$ cat src/sv/tpt_pkg.sv
// tpt_pkg: shared widths, defaults and types for the tlb page translator
// no dependencies; imported by tpt_tlb and tlb_page_translator
package tpt_pkg;

	// address split
	localparam int ADDR_W   = 16;
	localparam int PAGE_W   = 8;
	localparam int OFFSET_W = 8;
	localparam int FRAME_W  = 8;

	// page index space that an 8-bit page number can reach
	localparam int PAGE_SPAN = 1 << PAGE_W;

	// frame allocator and statistics
	localparam int FREE_W = 9;
	localparam logic [FREE_W-1:0] FREE_MAX = '1;
	localparam int CNT_W = 32;
	localparam logic [CNT_W-1:0] CNT_MAX = '1;

	// parameter defaults
	localparam int DEF_TLB_ENTRIES = 32;
	localparam int DEF_PAGE_COUNT  = 256;

	typedef logic [PAGE_W-1:0]  page_t;
	typedef logic [FRAME_W-1:0] frame_t;

	// tlb fill request
	typedef struct packed {
		logic   en;
		page_t  page;
		frame_t frame;
	} tlb_ins_t;

endpackage

$ cat src/sv/tpt_ram.sv
// tpt_ram: generic single-write, single-read RAM with registered read data
// no dependencies
module tpt_ram #(
	parameter int WIDTH = 8,
	parameter int DEPTH = 256
) (
	input  logic                                  clk,
	input  logic                                  wr_en,
	input  logic [(DEPTH > 1 ? $clog2(DEPTH) : 1)-1:0] wr_addr,
	input  logic [WIDTH-1:0]                      wr_data,
	input  logic                                  rd_en,
	input  logic [(DEPTH > 1 ? $clog2(DEPTH) : 1)-1:0] rd_addr,
	output logic [WIDTH-1:0]                      rd_data
);

	logic [WIDTH-1:0] mem_q [DEPTH];
	logic [WIDTH-1:0] rd_data_q;

	// write port and registered read port
	always_ff @(posedge clk) begin
		if (wr_en) begin
			mem_q[wr_addr] <= wr_data;
		end
		if (rd_en) begin
			rd_data_q <= mem_q[rd_addr];
		end
	end

	assign rd_data = rd_data_q;

endmodule

$ cat src/sv/tpt_tlb.sv
// tpt_tlb: fully associative tlb with parallel match and fifo replacement
// depends on tpt_pkg
module tpt_tlb
	import tpt_pkg::*;
#(
	parameter int ENTRIES = DEF_TLB_ENTRIES
) (
	input  logic     clk,
	input  logic     arst_n,
	input  page_t    lookup_page,
	input  tlb_ins_t ins,
	output logic     hit,
	output frame_t   hit_frame
);

	localparam int PTR_W = (ENTRIES > 1) ? $clog2(ENTRIES) : 1;

	logic             valid_q [ENTRIES];
	page_t            page_q  [ENTRIES];
	frame_t           frame_q [ENTRIES];
	logic [PTR_W-1:0] ptr_q;

	// parallel match; a page is held in at most one entry, so an or of the
	// matching frames gives the hit frame
	always_comb begin
		hit       = 1'b0;
		hit_frame = '0;
		for (int i = 0; i < ENTRIES; i++) begin
			if (valid_q[i] && (page_q[i] == lookup_page)) begin
				hit       = 1'b1;
				hit_frame = hit_frame | frame_q[i];
			end
		end
	end

	// valid bits and fifo pointer
	always_ff @(posedge clk or negedge arst_n) begin
		if (!arst_n) begin
			ptr_q <= '0;
			for (int i = 0; i < ENTRIES; i++) begin
				valid_q[i] <= 1'b0;
			end
		end else if (ins.en) begin
			valid_q[ptr_q] <= 1'b1;
			if (ptr_q == PTR_W'(ENTRIES - 1)) begin
				ptr_q <= '0;
			end else begin
				ptr_q <= ptr_q + 1'b1;
			end
		end
	end

	// entry payload
	always_ff @(posedge clk) begin
		if (ins.en) begin
			page_q[ptr_q]  <= ins.page;
			frame_q[ptr_q] <= ins.frame;
		end
	end

endmodule

$ cat src/sv/tlb_page_translator.sv
// tlb_page_translator: logical to physical address translation with page map and tlb
// depends on tpt_pkg, tpt_ram, tpt_tlb
//
//  channel  | handshake                 | payload
//  ---------+---------------------------+--------------------------------------------
//  addr     | addr_valid / addr_stall   | logical_address
//  result   | result_valid / result_stall | physical_address, tlb_hit, page_fault,
//           |                           | hit_count, access_count
//
// one item per cycle sustained while the result is not stalled; an item passes from stage 1 into the result register.
// stage 1 holds the item while the page map RAM read completes; tlb match, frame
// allocation and map/tlb updates happen as the item moves into the result register.
// reset clears all page map and tlb valid bits at once; no clearing pass is needed.
// a stalled result holds stage 1, which then stalls the addr channel.
module tlb_page_translator
	import tpt_pkg::*;
#(
	parameter int TLB_ENTRIES = DEF_TLB_ENTRIES,
	parameter int PAGE_COUNT  = DEF_PAGE_COUNT
) (
	input  logic                clk,
	input  logic                arst_n,
	input  logic                addr_valid,
	output logic                addr_stall,
	input  logic [ADDR_W-1:0]   logical_address,
	output logic                result_valid,
	input  logic                result_stall,
	output logic [ADDR_W-1:0]   physical_address,
	output logic                tlb_hit,
	output logic                page_fault,
	output logic [CNT_W-1:0]    hit_count,
	output logic [CNT_W-1:0]    access_count
);

	// only indices an 8-bit page can reach get storage
	localparam int MAP_DEPTH = (PAGE_COUNT < PAGE_SPAN) ? PAGE_COUNT : PAGE_SPAN;
	localparam int IDX_W     = (MAP_DEPTH > 1) ? $clog2(MAP_DEPTH) : 1;

	typedef logic [IDX_W-1:0] idx_tab_t [PAGE_SPAN];

	// page to map index (page modulo page count), built at elaboration
	function automatic idx_tab_t build_idx_tab();
		idx_tab_t tab;
		int       r;
		r = 0;
		for (int i = 0; i < PAGE_SPAN; i++) begin
			tab[i] = IDX_W'(r);
			r      = r + 1;
			if (r == PAGE_COUNT) begin
				r = 0;
			end
		end
		return tab;
	endfunction

	localparam idx_tab_t IDX_TAB = build_idx_tab();

	// stage 1 registers
	logic               item_valid_s1;
	page_t              page_s1;
	logic [OFFSET_W-1:0] offset_s1;
	logic [IDX_W-1:0]   idx_s1;
	logic               mapped_s1;
	logic               fwd_s1;
	frame_t             fwd_frame_s1;

	// state
	logic               map_valid_q [MAP_DEPTH];
	logic [FREE_W-1:0]  next_free_q;
	logic [CNT_W-1:0]   hit_cnt_q;
	logic [CNT_W-1:0]   access_cnt_q;

	// result registers
	logic               result_valid_q;
	logic [ADDR_W-1:0]  phys_q;
	logic               hit_q;
	logic               fault_q;

	logic               accept;
	logic               fire;
	page_t              in_page;
	logic [IDX_W-1:0]   in_idx;
	logic               map_wr;
	logic               in_fwd;
	frame_t             new_frame;
	frame_t             map_frame;
	frame_t             ram_frame;
	logic               tlb_match;
	frame_t             tlb_frame;
	logic               hit;
	frame_t             frame;
	tlb_ins_t           tlb_ins;

	// flow control
	assign fire       = item_valid_s1 && (!result_valid_q || !result_stall);
	assign addr_stall = item_valid_s1 && !fire;
	assign accept     = addr_valid && !addr_stall;

	// incoming item decode and page map write forwarding
	assign in_page   = logical_address[ADDR_W-1:OFFSET_W];
	assign in_idx    = IDX_TAB[in_page];
	assign map_wr    = fire && !mapped_s1;
	assign in_fwd    = map_wr && (idx_s1 == in_idx);
	assign new_frame = next_free_q[FRAME_W-1:0];

	tpt_ram #(
		.WIDTH (FRAME_W),
		.DEPTH (MAP_DEPTH)
	) u_map_ram (
		.clk     (clk),
		.wr_en   (map_wr),
		.wr_addr (idx_s1),
		.wr_data (new_frame),
		.rd_en   (accept),
		.rd_addr (in_idx),
		.rd_data (ram_frame)
	);

	tpt_tlb #(
		.ENTRIES (TLB_ENTRIES)
	) u_tlb (
		.clk         (clk),
		.arst_n      (arst_n),
		.lookup_page (page_s1),
		.ins         (tlb_ins),
		.hit         (tlb_match),
		.hit_frame   (tlb_frame)
	);

	// translation for the item in stage 1
	always_comb begin
		map_frame = fwd_s1 ? fwd_frame_s1 : ram_frame;
		hit       = mapped_s1 && tlb_match;
		if (!mapped_s1) begin
			frame = new_frame;
		end else if (tlb_match) begin
			frame = tlb_frame;
		end else begin
			frame = map_frame;
		end
		tlb_ins.en    = fire && !hit;
		tlb_ins.page  = page_s1;
		tlb_ins.frame = frame;
	end

	// control state
	always_ff @(posedge clk or negedge arst_n) begin
		if (!arst_n) begin
			item_valid_s1  <= 1'b0;
			result_valid_q <= 1'b0;
			next_free_q    <= '0;
			hit_cnt_q      <= '0;
			access_cnt_q   <= '0;
			for (int i = 0; i < MAP_DEPTH; i++) begin
				map_valid_q[i] <= 1'b0;
			end
		end else begin
			if (accept) begin
				item_valid_s1 <= 1'b1;
			end else if (fire) begin
				item_valid_s1 <= 1'b0;
			end
			if (fire) begin
				result_valid_q <= 1'b1;
			end else if (!result_stall) begin
				result_valid_q <= 1'b0;
			end
			if (map_wr) begin
				map_valid_q[idx_s1] <= 1'b1;
				if (next_free_q != FREE_MAX) begin
					next_free_q <= next_free_q + 1'b1;
				end
			end
			if (fire) begin
				if (access_cnt_q != CNT_MAX) begin
					access_cnt_q <= access_cnt_q + 1'b1;
				end
				if (hit && (hit_cnt_q != CNT_MAX)) begin
					hit_cnt_q <= hit_cnt_q + 1'b1;
				end
			end
		end
	end

	// stage 1 and result payload
	always_ff @(posedge clk) begin
		if (accept) begin
			page_s1      <= in_page;
			offset_s1    <= logical_address[OFFSET_W-1:0];
			idx_s1       <= in_idx;
			mapped_s1    <= map_valid_q[in_idx] || in_fwd;
			fwd_s1       <= in_fwd;
			fwd_frame_s1 <= new_frame;
		end
		if (fire) begin
			phys_q  <= {frame, offset_s1};
			hit_q   <= hit;
			fault_q <= !mapped_s1;
		end
	end

	// counters change only when a result loads, so they stand as result fields
	assign result_valid     = result_valid_q;
	assign physical_address = phys_q;
	assign tlb_hit          = hit_q;
	assign page_fault       = fault_q;
	assign hit_count        = hit_cnt_q;
	assign access_count     = access_cnt_q;

endmodule
$ cat config.mk
export PLATFORM = sky130hd
export DESIGN_NAME = tlb_page_translator
export DESIGN_NICKNAME = d
export VERILOG_FILES = /design/src/sv/tpt_pkg.sv /design/src/sv/tpt_ram.sv /design/src/sv/tpt_tlb.sv /design/src/sv/tlb_page_translator.sv
export SDC_FILE = /design/constraint.sdc
export NUM_CORES = 2
export LEC_CHECK = 0
export BUFFER_PORTS_ARGS = -buffer_cell sky130_fd_sc_hd__clkbuf_2
export CORE_MARGIN = 3
export CORE_UTILIZATION = 30
export CTS_CLUSTER_SIZE = 12
export DETAILED_ROUTE_END_ITERATION = 12
export PLACE_DENSITY_LB_ADDON = 0.1
export SLEW_MARGIN = 25
export SYNTH_ARGS = -nofsm -noshare
export SYNTH_HDL_FRONTEND = slang
export SYNTH_SLANG_ARGS = --single-unit
export TNS_END_PERCENT = 10
$ cat constraint.sdc
create_clock -name clk -period 5.23 [get_ports clk]
set_clock_uncertainty 0.05 [all_clocks]
set_input_delay 0.523 -clock clk [delete_from_list [all_inputs] [get_ports clk]]
set_output_delay 0.523 -clock clk [all_outputs]
set_load 0.05 [all_outputs]
==> metrics.cfg <==
[yosys]
synth.top_cells.by_count=edfxtp_1 (2612), mux4_2 (582), dfrtp_1 (368)
synthAdderAreaFrac=0.0009752
ys_ff_latch=2980
synth-xor-area-share=0.02526
synth_compound_area_frac=0.03472
synth.mux.area_fraction=0.1226
yosys.area_share.simple=0.04529
synth_nets=5895
yosysTopAreaCellShare=0.6792
yosysTopAreaCell=edfxtp_1
synth_top_family_by_area=multiplexers
yosysMostFrequentCell=edfxtp_1
syn_area_um2=115500
synth_area_leaders=edfxtp_1 (68%), mux4_2 (11%), dfrtp_1 (8.0%), xnor2_1 (2.3%), or2_2 (1.4%)
yosys_warnings=0
synth_flop_cell=edfxtp_1
ys_async_sr_fraction=0.1235
ys_seq_area_frac=0.7590
avgSynthCellArea_um2=19.69
syn_inst=5866
synth_edf_count=2612
synth_cell_types=48

[floorplan]
io_pins=104
core_area_um2=382900
chipHeight_um=626.4
rows=227
die_w_um=626.4
start_util=0.3016
dieArea_um2=392400

[sta]
tns_ns=0
clock.fmax_ghz=0.2322
hold_viol_final=0
rsz0062_at_grt=no
setup_violations=0
worst_pin_slew_ns=1.137
slew_viol_final=0
max_slew_margin=0.2392
post-route-period-util=0.8236
finalCriticalPeriod_ns=4.307

[routing]
drc=0
dr.pass1.iters=6
routed_wl_um=350900
viasPerCell=4.965
num_vias=58873
drt_iter0_markers=5303
detail-route-antenna-nets=0
wire_per_inst_um=29.59

[global_route]
grt_pass1_wl_um=493700
grt_max_degree=185
grt_pass1_vias=60953
gr-total-overflow=0
antenna_found_initial=23
grt_usage=0.1767

[placed_design]
place_congestion=0.7824
dpl.hpwl_um=217800
place_area_um2=125500
io_buffers=103

[critical_path]
r2r_end=u_tlb.frame_q[7][7]$_DFFE_PP_
slowest_delay_ns=0.64
critPathArrivalTime_ns=4.94
cp_max_fo=53
start_kind=register
required_ns=5.86
crit_type=reg2reg
r2r_start=page_s1[3]$_DFFE_PP_
crit_chain=buf_12 > xnor2_1 > nand2_1 > nor3_2 > nor4_1 > buf_4 > nand4_1 > nor2_2 > buf_4 > buf_4 > nor4_1 > o2bb2ai_4 > buf_12
reg2reg_slack_ns=0.92
cp-end-kind=register
crit_path_frequent_cell=buf_4
ff2ff_path_depth=13
crit_path_top_delay_cell=edfxtp_1

[layout]
multi_input_area_um2=26640
nFillCells=35722
syn_to_final_growth_pct=18.33
seqCellArea_um2=87670
fin_area_um2=136600
drive_above_1_share=0.3039
nets=6561

[cts]
clockBufferDepth=4
cts-resized-gates=0
cts_tree=yes
worstSkewPairLatency_ns=0.93
htree_levels=5
clk_pin_slew_ns=0.06
cts_sinks=2980
cts_buffers=341
root_buffer=clkbuf_16

[power]
p_leak_nw=45.47
p_sw_w=0.01403
pwr-share-clk=0.409
power_density_nw_per_um2=418.2
p_sw_frac=0.2455
p_seq_frac=0.502
internal_power_w=0.04311
power_w=0.05714
ir_drop_v=0.0002875
comb_power_share=0.090

[outcome]
status=complete, no violations

[hold_path]
hold_path.class=in2async

[run]
cap_viol_max_count=0

[power by group through the flow]
stage / Combinational (W) / Sequential, W / Clock [W]
floorplan: 0.00176 / 0.0300 / 0
global placement: 0.00504 / 0.0292 / 0
detailed placement: 0.00524 / 0.0292 / 0
CTS: 0.00525 / 0.0287 / 0.0241
global route: 0.00555 / 0.0287 / 0.0251
finish: 0.00514 / 0.0287 / 0.0233
[sequential cells by signal, indices dropped and copies added, names as in the netlist, 5 cells and up]
signal,cells
u_tlb.valid_q,32
map_valid_q,256
u_map_ram.mem_q,2048
access_count,32
fwd_frame_s1,8
physical_address,16
next_free_q,9
offset_s1,8
u_map_ram.rd_data,8
u_tlb.ptr_q,5
u_tlb.frame_q,256
page_s1,8
hit_count,32
u_tlb.page_q,256
[per-stage QoR]
stage	hold WS, ns	instances	setup WS, ns	utilization
detailed placement	0.3561	11211	0.5322	0.3278
finish	0.2066	11858	0.9228	0.3569
global route	0.1536	11856	0.7928	0.3569
CTS	0.1171	11852	0.8007	0.3566
floorplan	0.1774	5866	0.1185	-
global placement	0.3511	11209	0.5104	0.3277
[logic make-up (layout without fill, tap and decap cells)]
logic type | Yosys count | after routing
DFF | 2980 | 2980
and+or+nand+nor | 1016 | 1016
muxes | 678 | 678
AOI/OAI and AO/OA | 537 | 537
xor gates and xnor gates | 333 | 333
buffers and inverters | 313 | 1264
adders and majority gates | 9 | 9
other | 0 | 3
[layer usage]
layer  global-route usage  part of all wire  up-vias
met3              0.02287             0.043      391
met2               0.2916              0.48     1383
li1                     -                 -    25068
met4              0.03915             0.021        2
met1               0.2491              0.45    32029
met5                    0          0.000037        -
[layout by cell type (no fill, tap or decap), types with 67 or more instances in the layout]
cell type | netlist | layout
a21oi_1 | 73 | 73
edfxtp_1 | 2612 | 2612
a221oi_1 | 92 | 92
dfrtp_1 | 368 | 360
clkbuf_1 | 160 | 99
nand3_1 | 78 | 72
xnor2_1 | 302 | 302
mux2_2 | 74 | 74
clkinv_1 | 2 | 67
mux4_2 | 582 | 582
nand4_1 | 70 | 70
clkbuf_16 | 0 | 352
clkbuf_2 | 0 | 97
a22oi_1 | 178 | 178
nand2_1 | 126 | 117
buf_4 | 25 | 458
nor2_1 | 327 | 317
or2_2 | 259 | 259
[cell type report]
class / count / share of cell area
sequential: 2980 / 0.6417
multi-input combinational: 2573 / 0.1949
clock buffer: 479 / 0.07001
tap: 5038 / 0.04613
timing repair buffer: 622 / 0.03720
clock inverter: 149 / 0.009624
inverter: 14 / 0.0003846
antenna: 3 / 0.00005494
[worst max path at each step]
| stage | to | startpoint | depth (start not counted) |
|---|---|---|---|
| CTS | u_tlb.frame_q[18][4]$_DFFE_PP_ | page_s1[7]$_DFFE_PP_ | 11 |
| floorplan | next_free_q[6]$_DFFE_PN0P_ | next_free_q[1]$_DFFE_PN0P_ | 8 |
| global route | u_tlb.frame_q[21][7]$_DFFE_PP_ | page_s1[3]$_DFFE_PP_ | 12 |
| detailed placement | u_map_ram.rd_data[7]$_DFFE_PP_ | logical_address[9] | 10 |
| global placement | u_map_ram.rd_data[7]$_DFFE_PP_ | logical_address[9] | 10 |
| finish | u_tlb.frame_q[7][7]$_DFFE_PP_ | page_s1[3]$_DFFE_PP_ | 13 |
[worst max-delay path, delay by kind of cell (launching register included)]
| family | cells | cell delay [ns] |
|---|---|---|
| compound gates | 1 | 0.28 |
| flops | 1 | 0.64 |
| buf+inv | 5 | 1.21 |
| simple gates | 6 | 1.63 |
| xor+xnor | 1 | 0.17 |
[repair_timing]
action,4_1_cts,5_1_grt
hold buffers,13,0
buffers inserted,0,0
endpoints found under the hold margin,72,0
Power figures use the tool's default switching activity.
